$ cat src/sv/tida_pkg.sv
// ----------------------------------------------------------------------------
// tida_pkg
// Types, codes and helper functions shared by the transaction ID allocator.
// ----------------------------------------------------------------------------
package tida_pkg;

   localparam logic [2:0] OP_NEW        = 3'd0;
   localparam logic [2:0] OP_DONE       = 3'd1;
   localparam logic [2:0] OP_VALIDATE   = 3'd2;
   localparam logic [2:0] OP_OVERRIDE   = 3'd3;
   localparam logic [2:0] OP_TICK       = 3'd4;
   localparam logic [2:0] OP_NODE_RESET = 3'd5;

   localparam logic [15:0] HOLD_RESET   = 16'd24000;
   localparam logic [2:0]  DOM_LEN_MAX  = 3'd6;

   typedef struct packed {
      logic [2:0]  opcode;
      logic        priority_req;
      logic [1:0]  addr_mode;
      logic [47:0] dest_addr;
      logic [2:0]  dom_len;
      logic [47:0] dom_id;
      logic [3:0]  tid_value;
      logic        clear_tables;
   } req_type;

   typedef struct packed {
      logic       ok;
      logic [3:0] tid_out;
   } rsp_type;

   typedef enum logic [3:0] {
      DP_NONE,
      DP_LATCH,
      DP_READ,
      DP_TREAD,
      DP_FOUND,
      DP_MOVE,
      DP_NEW,
      DP_APPEND,
      DP_TICK,
      DP_FAIL,
      DP_SIMPLE
   } dp_op_type;

   typedef struct packed {
      dp_op_type op;
      logic      cls;
   } cmd_type;

   typedef struct packed {
      logic [2:0] op;
      logic       busy;
      logic       empty;
      logic       full;
      logic       scan_last;
      logic       match;
      logic       expired;
      logic       out_free;
   } status_type;

   typedef enum logic [3:0] {
      ST_IDLE,
      ST_START,
      ST_SCAN_RD,
      ST_SCAN_CHK,
      ST_FOUND,
      ST_EXP_RD,
      ST_EXP_CHK,
      ST_MOVE_RD,
      ST_MOVE_WR,
      ST_NEW_WR,
      ST_APPEND,
      ST_TICK_RD,
      ST_TICK_WR,
      ST_FAIL,
      ST_SIMPLE
   } state_type;

   function automatic logic [3:0] bump_tid(input logic [3:0] t);
      return (t == 4'd15) ? 4'd1 : t + 4'd1;
   endfunction

   function automatic logic [47:0] dom_mask(input logic [2:0] len);
      logic [47:0] m;
      case (len)
         3'd0:    m = 48'h0;
         3'd1:    m = 48'hFF;
         3'd2:    m = 48'hFFFF;
         3'd3:    m = 48'hFF_FFFF;
         3'd4:    m = 48'hFFFF_FFFF;
         3'd5:    m = 48'hFF_FFFF_FFFF;
         default: m = 48'hFFFF_FFFF_FFFF;
      endcase
      return m;
   endfunction

endpackage

$ cat src/sv/tida_datapath.sv
// ----------------------------------------------------------------------------
// tida_datapath
// Class registers, destination tables, hold time and result register.
// ----------------------------------------------------------------------------
module tida_datapath import tida_pkg::*; #(
   parameter int TABLE_ENTRIES = 16,
   parameter int ADDR_BITS     = 48,
   parameter int IDX_W         = 4
) (
   input  logic             clock,
   input  logic             reset,
   input  req_type          req_data,
   input  logic             csr_valid,
   output logic             csr_ready,
   input  logic [15:0]      csr_data,
   output logic             rsp_valid,
   input  logic             rsp_ready,
   output rsp_type          rsp_data,
   input  cmd_type          cmd,
   input  logic [IDX_W-1:0] cmd_idx,
   output status_type       status
);

   localparam int CNT_W = $clog2(TABLE_ENTRIES + 1);
   localparam int DEPTH = 2 ** (IDX_W + 1);

   req_type          req_ff;
   logic [15:0]      hold_ff;
   logic [3:0]       next_tid_ff [2];
   logic [3:0]       active_ff   [2];
   logic             busy_ff     [2];
   logic [CNT_W-1:0] count_ff    [2];
   logic             rsp_valid_ff;
   rsp_type          rsp_ff;
   rsp_type          rsp_in;

   logic [1:0]           mem_mode  [DEPTH];
   logic [ADDR_BITS-1:0] mem_addr  [DEPTH];
   logic [2:0]           mem_len   [DEPTH];
   logic [47:0]          mem_dom   [DEPTH];
   logic [3:0]           mem_tid   [DEPTH];
   logic [15:0]          mem_timer [DEPTH];

   logic [1:0]           rd_mode_ff;
   logic [ADDR_BITS-1:0] rd_addr_ff;
   logic [2:0]           rd_len_ff;
   logic [47:0]          rd_dom_ff;
   logic [3:0]           rd_tid_ff;
   logic [15:0]          rd_timer_ff;

   logic                 c;
   logic [2:0]           dlen;
   logic [47:0]          did;
   logic [ADDR_BITS-1:0] key_addr;
   logic [3:0]           next_c;
   logic [3:0]           found_tid;
   logic [CNT_W-1:0]     count_c;
   logic                 out_free;
   logic                 finishing;

   logic                 rd_en;
   logic [IDX_W:0]       rd_a;
   logic                 wr_all;
   logic                 wr_timer;
   logic [IDX_W:0]       wr_a;
   logic [1:0]           wr_mode;
   logic [ADDR_BITS-1:0] wr_addr;
   logic [2:0]           wr_len;
   logic [47:0]          wr_dom;
   logic [3:0]           wr_tid;
   logic [15:0]          wr_tmr;

   assign c         = req_ff.priority_req;
   assign dlen      = (req_ff.dom_len > DOM_LEN_MAX) ? DOM_LEN_MAX : req_ff.dom_len;
   assign did       = req_ff.dom_id & dom_mask(dlen);
   assign key_addr  = req_ff.dest_addr[ADDR_BITS-1:0];
   assign next_c    = next_tid_ff[c];
   assign count_c   = count_ff[c];
   assign found_tid = (rd_tid_ff == next_c) ? bump_tid(next_c) : next_c;
   assign out_free  = !rsp_valid_ff || rsp_ready;
   assign finishing = (cmd.op == DP_FOUND) || (cmd.op == DP_NEW) || (cmd.op == DP_APPEND) ||
                      (cmd.op == DP_FAIL) || (cmd.op == DP_SIMPLE);

   assign csr_ready = 1'b1;
   assign rsp_valid = rsp_valid_ff;
   assign rsp_data  = rsp_ff;

   always_comb begin
      status.op        = req_ff.opcode;
      status.busy      = busy_ff[c];
      status.empty     = (count_c == '0);
      status.full      = (count_c == CNT_W'(TABLE_ENTRIES));
      status.scan_last = (CNT_W'(cmd_idx) + CNT_W'(1)) == count_c;
      status.match     = (rd_len_ff == dlen) && (rd_dom_ff == did) &&
                         (rd_mode_ff == req_ff.addr_mode) && (rd_addr_ff == key_addr);
      status.expired   = (rd_timer_ff == 16'd0);
      status.out_free  = out_free;
   end

   always_comb begin
      rd_en    = (cmd.op == DP_READ) || (cmd.op == DP_TREAD);
      rd_a     = (cmd.op == DP_TREAD) ? {cmd.cls, cmd_idx} : {c, cmd_idx};
      wr_all   = 1'b0;
      wr_timer = 1'b0;
      wr_a     = {c, cmd_idx};
      wr_mode  = req_ff.addr_mode;
      wr_addr  = key_addr;
      wr_len   = dlen;
      wr_dom   = did;
      wr_tid   = next_c;
      wr_tmr   = hold_ff;
      case (cmd.op)
         DP_FOUND: begin
            wr_all   = 1'b1;
            wr_timer = 1'b1;
            wr_mode  = rd_mode_ff;
            wr_addr  = rd_addr_ff;
            wr_len   = rd_len_ff;
            wr_dom   = rd_dom_ff;
            wr_tid   = found_tid;
         end
         DP_MOVE: begin
            wr_all   = 1'b1;
            wr_timer = 1'b1;
            wr_mode  = rd_mode_ff;
            wr_addr  = rd_addr_ff;
            wr_len   = rd_len_ff;
            wr_dom   = rd_dom_ff;
            wr_tid   = rd_tid_ff;
            wr_tmr   = rd_timer_ff;
         end
         DP_NEW: begin
            wr_all   = 1'b1;
            wr_timer = 1'b1;
         end
         DP_APPEND: begin
            wr_all   = 1'b1;
            wr_timer = 1'b1;
            wr_a     = {c, count_c[IDX_W-1:0]};
         end
         DP_TICK: begin
            wr_timer = 1'b1;
            wr_a     = {cmd.cls, cmd_idx};
            wr_tmr   = (rd_timer_ff == 16'd0) ? 16'd0 : rd_timer_ff - 16'd1;
         end
         default: begin
         end
      endcase
   end

   always_comb begin
      rsp_in.ok      = 1'b1;
      rsp_in.tid_out = 4'd0;
      case (cmd.op)
         DP_FOUND:  rsp_in.tid_out = found_tid;
         DP_NEW:    rsp_in.tid_out = next_c;
         DP_APPEND: rsp_in.tid_out = next_c;
         DP_FAIL:   rsp_in.ok      = 1'b0;
         DP_SIMPLE: begin
            if (req_ff.opcode == OP_VALIDATE) begin
               rsp_in.ok = busy_ff[c] && (active_ff[c] == req_ff.tid_value);
            end
         end
         default: begin
         end
      endcase
   end

   always_ff @(posedge clock) begin
      if (wr_all) begin
         mem_mode[wr_a] <= wr_mode;
         mem_addr[wr_a] <= wr_addr;
         mem_len[wr_a]  <= wr_len;
         mem_dom[wr_a]  <= wr_dom;
         mem_tid[wr_a]  <= wr_tid;
      end
      if (wr_timer) begin
         mem_timer[wr_a] <= wr_tmr;
      end
      if (rd_en) begin
         rd_mode_ff  <= mem_mode[rd_a];
         rd_addr_ff  <= mem_addr[rd_a];
         rd_len_ff   <= mem_len[rd_a];
         rd_dom_ff   <= mem_dom[rd_a];
         rd_tid_ff   <= mem_tid[rd_a];
         rd_timer_ff <= mem_timer[rd_a];
      end
      if (cmd.op == DP_LATCH) begin
         req_ff <= req_data;
      end
      if (finishing) begin
         rsp_ff <= rsp_in;
      end
   end

   always_ff @(posedge clock) begin
      if (reset) begin
         hold_ff      <= HOLD_RESET;
         next_tid_ff  <= '{default: 4'd0};
         active_ff    <= '{default: 4'd0};
         busy_ff      <= '{default: 1'b0};
         count_ff     <= '{default: '0};
         rsp_valid_ff <= 1'b0;
      end else begin
         if (csr_valid) begin
            hold_ff <= csr_data;
         end
         if (finishing) begin
            rsp_valid_ff <= 1'b1;
         end else if (rsp_ready) begin
            rsp_valid_ff <= 1'b0;
         end
         case (cmd.op)
            DP_FOUND: begin
               next_tid_ff[c] <= found_tid;
               active_ff[c]   <= found_tid;
               busy_ff[c]     <= 1'b1;
            end
            DP_NEW: begin
               active_ff[c] <= next_c;
               busy_ff[c]   <= 1'b1;
            end
            DP_APPEND: begin
               active_ff[c] <= next_c;
               busy_ff[c]   <= 1'b1;
               count_ff[c]  <= count_c + CNT_W'(1);
            end
            DP_SIMPLE: begin
               case (req_ff.opcode)
                  OP_DONE: begin
                     busy_ff[c]     <= 1'b0;
                     next_tid_ff[c] <= bump_tid(next_c);
                  end
                  OP_OVERRIDE: begin
                     next_tid_ff[c] <= req_ff.tid_value;
                     active_ff[c]   <= req_ff.tid_value;
                  end
                  OP_NODE_RESET: begin
                     next_tid_ff <= '{default: 4'd0};
                     busy_ff     <= '{default: 1'b0};
                     if (req_ff.clear_tables) begin
                        count_ff <= '{default: '0};
                     end
                  end
                  default: begin
                  end
               endcase
            end
            default: begin
            end
         endcase
      end
   end

   a_count_bound: assert property (@(posedge clock) disable iff (reset)
      count_ff[0] <= CNT_W'(TABLE_ENTRIES) && count_ff[1] <= CNT_W'(TABLE_ENTRIES))
      else $error("table count above capacity");

   a_finish_free: assert property (@(posedge clock) disable iff (reset)
      finishing |-> out_free)
      else $error("result written while output occupied");

   a_fail_zero: assert property (@(posedge clock) disable iff (reset)
      rsp_valid_ff |-> (rsp_ff.ok || rsp_ff.tid_out == 4'd0))
      else $error("failed result carries an ID");

endmodule

$ cat src/sv/tida_controller.sv
// ----------------------------------------------------------------------------
// tida_controller
// Sequencer for table scans, entry replacement, the timer sweep and simple requests.
// ----------------------------------------------------------------------------
module tida_controller import tida_pkg::*; #(
   parameter int TABLE_ENTRIES = 16,
   parameter int IDX_W         = 4
) (
   input  logic             clock,
   input  logic             reset,
   input  logic             req_valid,
   output logic             req_ready,
   input  status_type       status,
   output cmd_type          cmd,
   output logic [IDX_W-1:0] cmd_idx
);

   localparam logic [IDX_W-1:0] LAST = IDX_W'(TABLE_ENTRIES - 1);

   state_type        state_ff, state_in;
   logic [IDX_W-1:0] idx_ff, idx_in;
   logic             cls_ff, cls_in;

   always_ff @(posedge clock) begin
      if (reset) begin
         state_ff <= ST_IDLE;
         idx_ff   <= '0;
         cls_ff   <= 1'b0;
      end else begin
         state_ff <= state_in;
         idx_ff   <= idx_in;
         cls_ff   <= cls_in;
      end
   end

   always_comb begin
      state_in  = state_ff;
      idx_in    = idx_ff;
      cls_in    = cls_ff;
      cmd.op    = DP_NONE;
      cmd.cls   = cls_ff;
      cmd_idx   = idx_ff;
      req_ready = (state_ff == ST_IDLE);
      case (state_ff)
         ST_IDLE: begin
            if (req_valid) begin
               cmd.op   = DP_LATCH;
               state_in = ST_START;
            end
         end
         ST_START: begin
            case (status.op)
               OP_NEW: begin
                  idx_in = '0;
                  if (status.busy) begin
                     state_in = ST_FAIL;
                  end else if (status.empty) begin
                     state_in = ST_APPEND;
                  end else begin
                     state_in = ST_SCAN_RD;
                  end
               end
               OP_TICK: begin
                  idx_in   = '0;
                  cls_in   = 1'b0;
                  state_in = ST_TICK_RD;
               end
               default: state_in = ST_SIMPLE;
            endcase
         end
         ST_SCAN_RD: begin
            cmd.op   = DP_READ;
            state_in = ST_SCAN_CHK;
         end
         ST_SCAN_CHK: begin
            if (status.match) begin
               state_in = ST_FOUND;
            end else if (status.scan_last) begin
               idx_in   = '0;
               state_in = status.full ? ST_EXP_RD : ST_APPEND;
            end else begin
               idx_in   = idx_ff + IDX_W'(1);
               state_in = ST_SCAN_RD;
            end
         end
         ST_FOUND: begin
            if (status.out_free) begin
               cmd.op   = DP_FOUND;
               state_in = ST_IDLE;
            end
         end
         ST_EXP_RD: begin
            cmd.op   = DP_READ;
            state_in = ST_EXP_CHK;
         end
         ST_EXP_CHK: begin
            if (status.expired) begin
               state_in = ST_MOVE_RD;
            end else if (idx_ff == LAST) begin
               state_in = ST_FAIL;
            end else begin
               idx_in   = idx_ff + IDX_W'(1);
               state_in = ST_EXP_RD;
            end
         end
         ST_MOVE_RD: begin
            cmd.op   = DP_READ;
            cmd_idx  = LAST;
            state_in = ST_MOVE_WR;
         end
         ST_MOVE_WR: begin
            cmd.op   = DP_MOVE;
            state_in = ST_NEW_WR;
         end
         ST_NEW_WR: begin
            cmd_idx = LAST;
            if (status.out_free) begin
               cmd.op   = DP_NEW;
               state_in = ST_IDLE;
            end
         end
         ST_APPEND: begin
            if (status.out_free) begin
               cmd.op   = DP_APPEND;
               state_in = ST_IDLE;
            end
         end
         ST_TICK_RD: begin
            cmd.op   = DP_TREAD;
            state_in = ST_TICK_WR;
         end
         ST_TICK_WR: begin
            cmd.op = DP_TICK;
            if (idx_ff == LAST) begin
               idx_in = '0;
               if (cls_ff) begin
                  state_in = ST_SIMPLE;
               end else begin
                  cls_in   = 1'b1;
                  state_in = ST_TICK_RD;
               end
            end else begin
               idx_in   = idx_ff + IDX_W'(1);
               state_in = ST_TICK_RD;
            end
         end
         ST_FAIL: begin
            if (status.out_free) begin
               cmd.op   = DP_FAIL;
               state_in = ST_IDLE;
            end
         end
         ST_SIMPLE: begin
            if (status.out_free) begin
               cmd.op   = DP_SIMPLE;
               state_in = ST_IDLE;
            end
         end
         default: state_in = ST_IDLE;
      endcase
   end

endmodule

$ cat src/sv/transaction_id_allocator_core.sv
// ----------------------------------------------------------------------------
// transaction_id_allocator_core
// Two-class transaction ID allocator with per-class destination tables.
// ----------------------------------------------------------------------------
// Done, validate, override and node reset: latch, decode, then the result.
// New: a read and a check per table entry scanned, plus a read and a check per
// entry searched for expiry when the table is full.
// Tick: a read and a write per entry of both tables.
// Table entries are read one at a time; one request at a time.
// Reset clears IDs, busy flags and counts; table contents stay undefined.
module transaction_id_allocator_core import tida_pkg::*; #(
   parameter int TABLE_ENTRIES = 16,
   parameter int ADDR_BITS     = 48
) (
   input  logic        clock,
   input  logic        reset,
   input  logic        req_valid,
   output logic        req_ready,
   input  req_type     req_data,
   output logic        rsp_valid,
   input  logic        rsp_ready,
   output rsp_type     rsp_data,
   input  logic        csr_valid,
   output logic        csr_ready,
   input  logic [15:0] csr_data
);

   localparam int IDX_W = (TABLE_ENTRIES > 1) ? $clog2(TABLE_ENTRIES) : 1;

   cmd_type          cmd;
   logic [IDX_W-1:0] cmd_idx;
   status_type       status;

   tida_controller #(
      .TABLE_ENTRIES(TABLE_ENTRIES),
      .IDX_W        (IDX_W)
   ) u_ctrl (
      .clock    (clock),
      .reset    (reset),
      .req_valid(req_valid),
      .req_ready(req_ready),
      .status   (status),
      .cmd      (cmd),
      .cmd_idx  (cmd_idx)
   );

   tida_datapath #(
      .TABLE_ENTRIES(TABLE_ENTRIES),
      .ADDR_BITS    (ADDR_BITS),
      .IDX_W        (IDX_W)
   ) u_dp (
      .clock    (clock),
      .reset    (reset),
      .req_data (req_data),
      .csr_valid(csr_valid),
      .csr_ready(csr_ready),
      .csr_data (csr_data),
      .rsp_valid(rsp_valid),
      .rsp_ready(rsp_ready),
      .rsp_data (rsp_data),
      .cmd      (cmd),
      .cmd_idx  (cmd_idx),
      .status   (status)
   );

endmodule

$ cat config.mk
export PLATFORM = sky130hd
export DESIGN_NAME = transaction_id_allocator_core
export DESIGN_NICKNAME = d
export VERILOG_FILES = /design/src/sv/tida_pkg.sv /design/src/sv/tida_datapath.sv /design/src/sv/tida_controller.sv /design/src/sv/transaction_id_allocator_core.sv
export SDC_FILE = /design/constraint.sdc
export NUM_CORES = 2
export LEC_CHECK = 0
export BUFFER_PORTS_ARGS = -buffer_cell sky130_fd_sc_hd__buf_4
export CORE_MARGIN = 4
export CORE_UTILIZATION = 57
export CTS_CLUSTER_DIAMETER = 200
export DETAILED_ROUTE_END_ITERATION = 10
export PLACE_DENSITY_LB_ADDON = 0.12
export REMOVE_ABC_BUFFERS = 1
export SYNTH_ARGS = -nofsm -noshare
export SYNTH_HDL_FRONTEND = slang
export SYNTH_HIERARCHICAL = 1
export SYNTH_SLANG_ARGS = --single-unit
$ cat constraint.sdc
create_clock -name clock -period 14.3 [get_ports clock]
set_input_delay 2.86 -clock clock [delete_from_list [all_inputs] [get_ports clock]]
set_output_delay 2.86 -clock clock [all_outputs]
set_load 0.03 [all_outputs]
==> run metrics <==
number of routed nets with antenna violations=0; total grt overflow=0; Static Leak=0.0552 µW; Fmax=119 MHz; post-synthesis sequential area ratio=0.773; vias in the first global route=77.0k; asr flop ratio synth=0; CTS tree=yes; Arrival @ worst endpoint=9.01 ns; Vias=77.1k; required time of the critical path=14.88 ns; Final #Nets=7545; DR pass1 iterations=7; CP endpoint=u_dp/mem_addr[17][26]; IO Port Bufs=137; crit path max fanout=43; total negative slack=0 ns; Post-Syn Area per Cell=23.0 µm²; Die W=540 µm; fin crit share=0.590; crit end category=flop; min Tclk post-route=8.43 ns; Final GP Congestion=0.848; layout cells sized above 1=0.308; worst slew pin tran=1.36 ns; Setup-failing EPs final=0; area of the multi-input gates=0.0355 mm²; synthesized instance count=7001; hold path startpoint=u_dp/busy_ff[0]; VDD IR max=0.153 mV; EDFF count, synth=4108; total wire length=402000 µm; TritonCTS Buffers=414; Synth Cell Area=0.161 mm²; status=completed; # DRC=0; register area=0.124 mm²; count leader, synth=edfxtp_1; IO Pins=139; R2R depth=11; pwr dens=193 mW/mm²; pin count of the biggest net entering global routing=139; die area=0.291 mm²; CTS HTree Levels=5; CTS resizes=0; Synth area leader=edfxtp_1; first-pass GRT wire length=575000 µm; Post-synth top cells=edfxtp_1, mux4_2, nand2_1, clkbuf_1, nor2_1; clock latency on the worst-skew pair=0.95 ns; chip height=540 µm; reg-to-reg critical path startpoint=u_ctrl/state_ff[1]; Layout fillers=18.0k; CTS hold repair buffers=0; Root Buffer=clkbuf_16; clk slew on worst S/H paths=0.06 ns; GRT Overall Usage=0.277; ys flop type=edfxtp_1; core area=0.280 mm²; area share of the largest cell type after synthesis=0.766; Via density=6.72; synth-to-layout area growth=12.4%; capturing point of the worst reg2reg path=u_dp/rd_addr_ff[40]; reg2reg setup slack=6.97 ns; Netlist cell types=81; Hold Fails Final Rpt=0; Seq cells post-synth=4162; CP Launch Type=input pin; Synthesis Warnings=6; Slew headroom=0.0830; initial antenna violation count=14; 1st-iter DRT viols=10.8k; critical setup path kind=input pin to flop; Final HPWL DP=209000 µm; postcts setup bufs=0; RSZ-0062 raised after global routing=false; Starting Density=0.575; Avg WL per Cell=35.0 µm; Critical path origin=rsp_ready; min-delay worst type=flop to flop; clk buf depth=4; site row count=194; top post-synthesis cells by area=edfxtp_1, mux4_2, mux2_2; clk sinks=4162; max-cap violations=0; Hold WS=0.484 ns; clk_skew=0.0421 ns; final slew viol count=0
[critical path, stage by stage]
cell and delay [ns]:
buf_4 0.07, nand2b_1 0.37, a21oi_1 0.15, o21ai_0 0.90
nand4b_1 0.75, o21ai_0 0.64, nand3_1 0.78, nor2_4 1.06
buf_4 0.48, buf_4 0.84
[per-stage QoR]
step | cell area [µm²] | std cells | total power, µW | utilization | setup WS, ns
finish | 181000 | 11473 | 35000 | 0.646 | 5.87
global route | 181000 | 11470 | 36200 | 0.646 | 5.53
CTS | 181000 | 11468 | 35100 | 0.646 | 6.06
detailed placement | 168000 | 10711 | 24500 | 0.598 | 5.07
global placement | 168000 | 10710 | 24200 | 0.598 | 5.22
floorplan | 160000 | 6641 | 25200 | - | -33.74
[power breakdown]
part           leakage, µW  switching, µW  internal, µW  total (µW)
combinational       0.0110           4980          2110        7080
sequential          0.0377            539         16700       17300
clock              0.00649           4570          6050       10600
[worst min path at each step]
stage                        end  slack [ns]  cells after the start
6_report         u_dp/busy_ff[0]        0.48                      2
5_1_grt        u_dp/active_ff[4]        0.51                      2
3_3_place_gp     u_dp/busy_ff[0]        0.46                      2
4_1_cts          u_dp/busy_ff[0]        0.48                      2
3_5_place_dp     u_dp/busy_ff[0]        0.47                      2
2_1_floorplan  u_dp/active_ff[4]        0.44                      2
[layout make-up]
cell class / count / share of cell area
Multi-Input combinational cell: 2440 / 0.196
Antenna cell: 4 / 0.0000553
Inverter: 39 / 0.000809
Sequential cell: 4162 / 0.687
Timing Repair Buffer: 347 / 0.0164
Clock inverter: 272 / 0.0142
Clock buffer: 485 / 0.0593
Tap cell: 3724 / 0.0257
[sequential cells by signal, summed over array words and instances (netlist names), 58 cells and up]
register,cells
u_dp/mem_addr,1536
u_dp/mem_dom,1536
u_dp/mem_timer,512
u_dp/mem_tid,128
u_dp/mem_len,96
u_dp/mem_mode,64
u_dp/req_ff,58
[layout by cell type, fill, tap and decap left out, types with 11 or more instances in the layout]
cell and count:
a211o_1 11, a21oi_1 37, a22oi_1 23, a31oi_1 19, buf_12 28, buf_4 318, bufinv_16 37, clkbuf_1 64
clkbuf_16 417, clkinv_1 91, clkinv_2 94, clkinvlp_4 21, dfxtp_1 54, edfxtp_1 4108, inv_1 39, mux2_2 123
mux2i_1 38, mux4_2 1210, nand2_1 297, nand2b_1 25, nand3_1 32, nor2_1 118, nor2_2 11, nor2_4 32
nor2b_1 20, nor3_1 21, nor4_1 19, o21ai_0 51, o21ai_1 43, o22ai_1 15, xnor2_1 43, xor2_1 54
[cells by family (layout without fill, tap and decap cells)]
logic type                 Yosys count  after routing  share of synthesized area
muxes                             1372           1372                      0.180
adders and majority gates           10             10                   0.000777
and+or+nand+nor                    654            654                     0.0186
DFF                               4162           4162                      0.773
AOI/OAI and AO/OA                  306            306                     0.0128
xor gates and xnor gates            97             97                    0.00527
other                                1              5                  0.0000233
buffers and inverters              399           1143                    0.00977
[layer usage]
metal  global-route usage  share of wire  up-vias
li1                     -              -    30571
met1                0.417           0.40    41725
met2                0.430           0.48     4203
met3               0.0458          0.094      597
met4               0.0730          0.028        4
met5                    0       0.000082        -
Note: power is estimated with default switching activity, not from simulation.
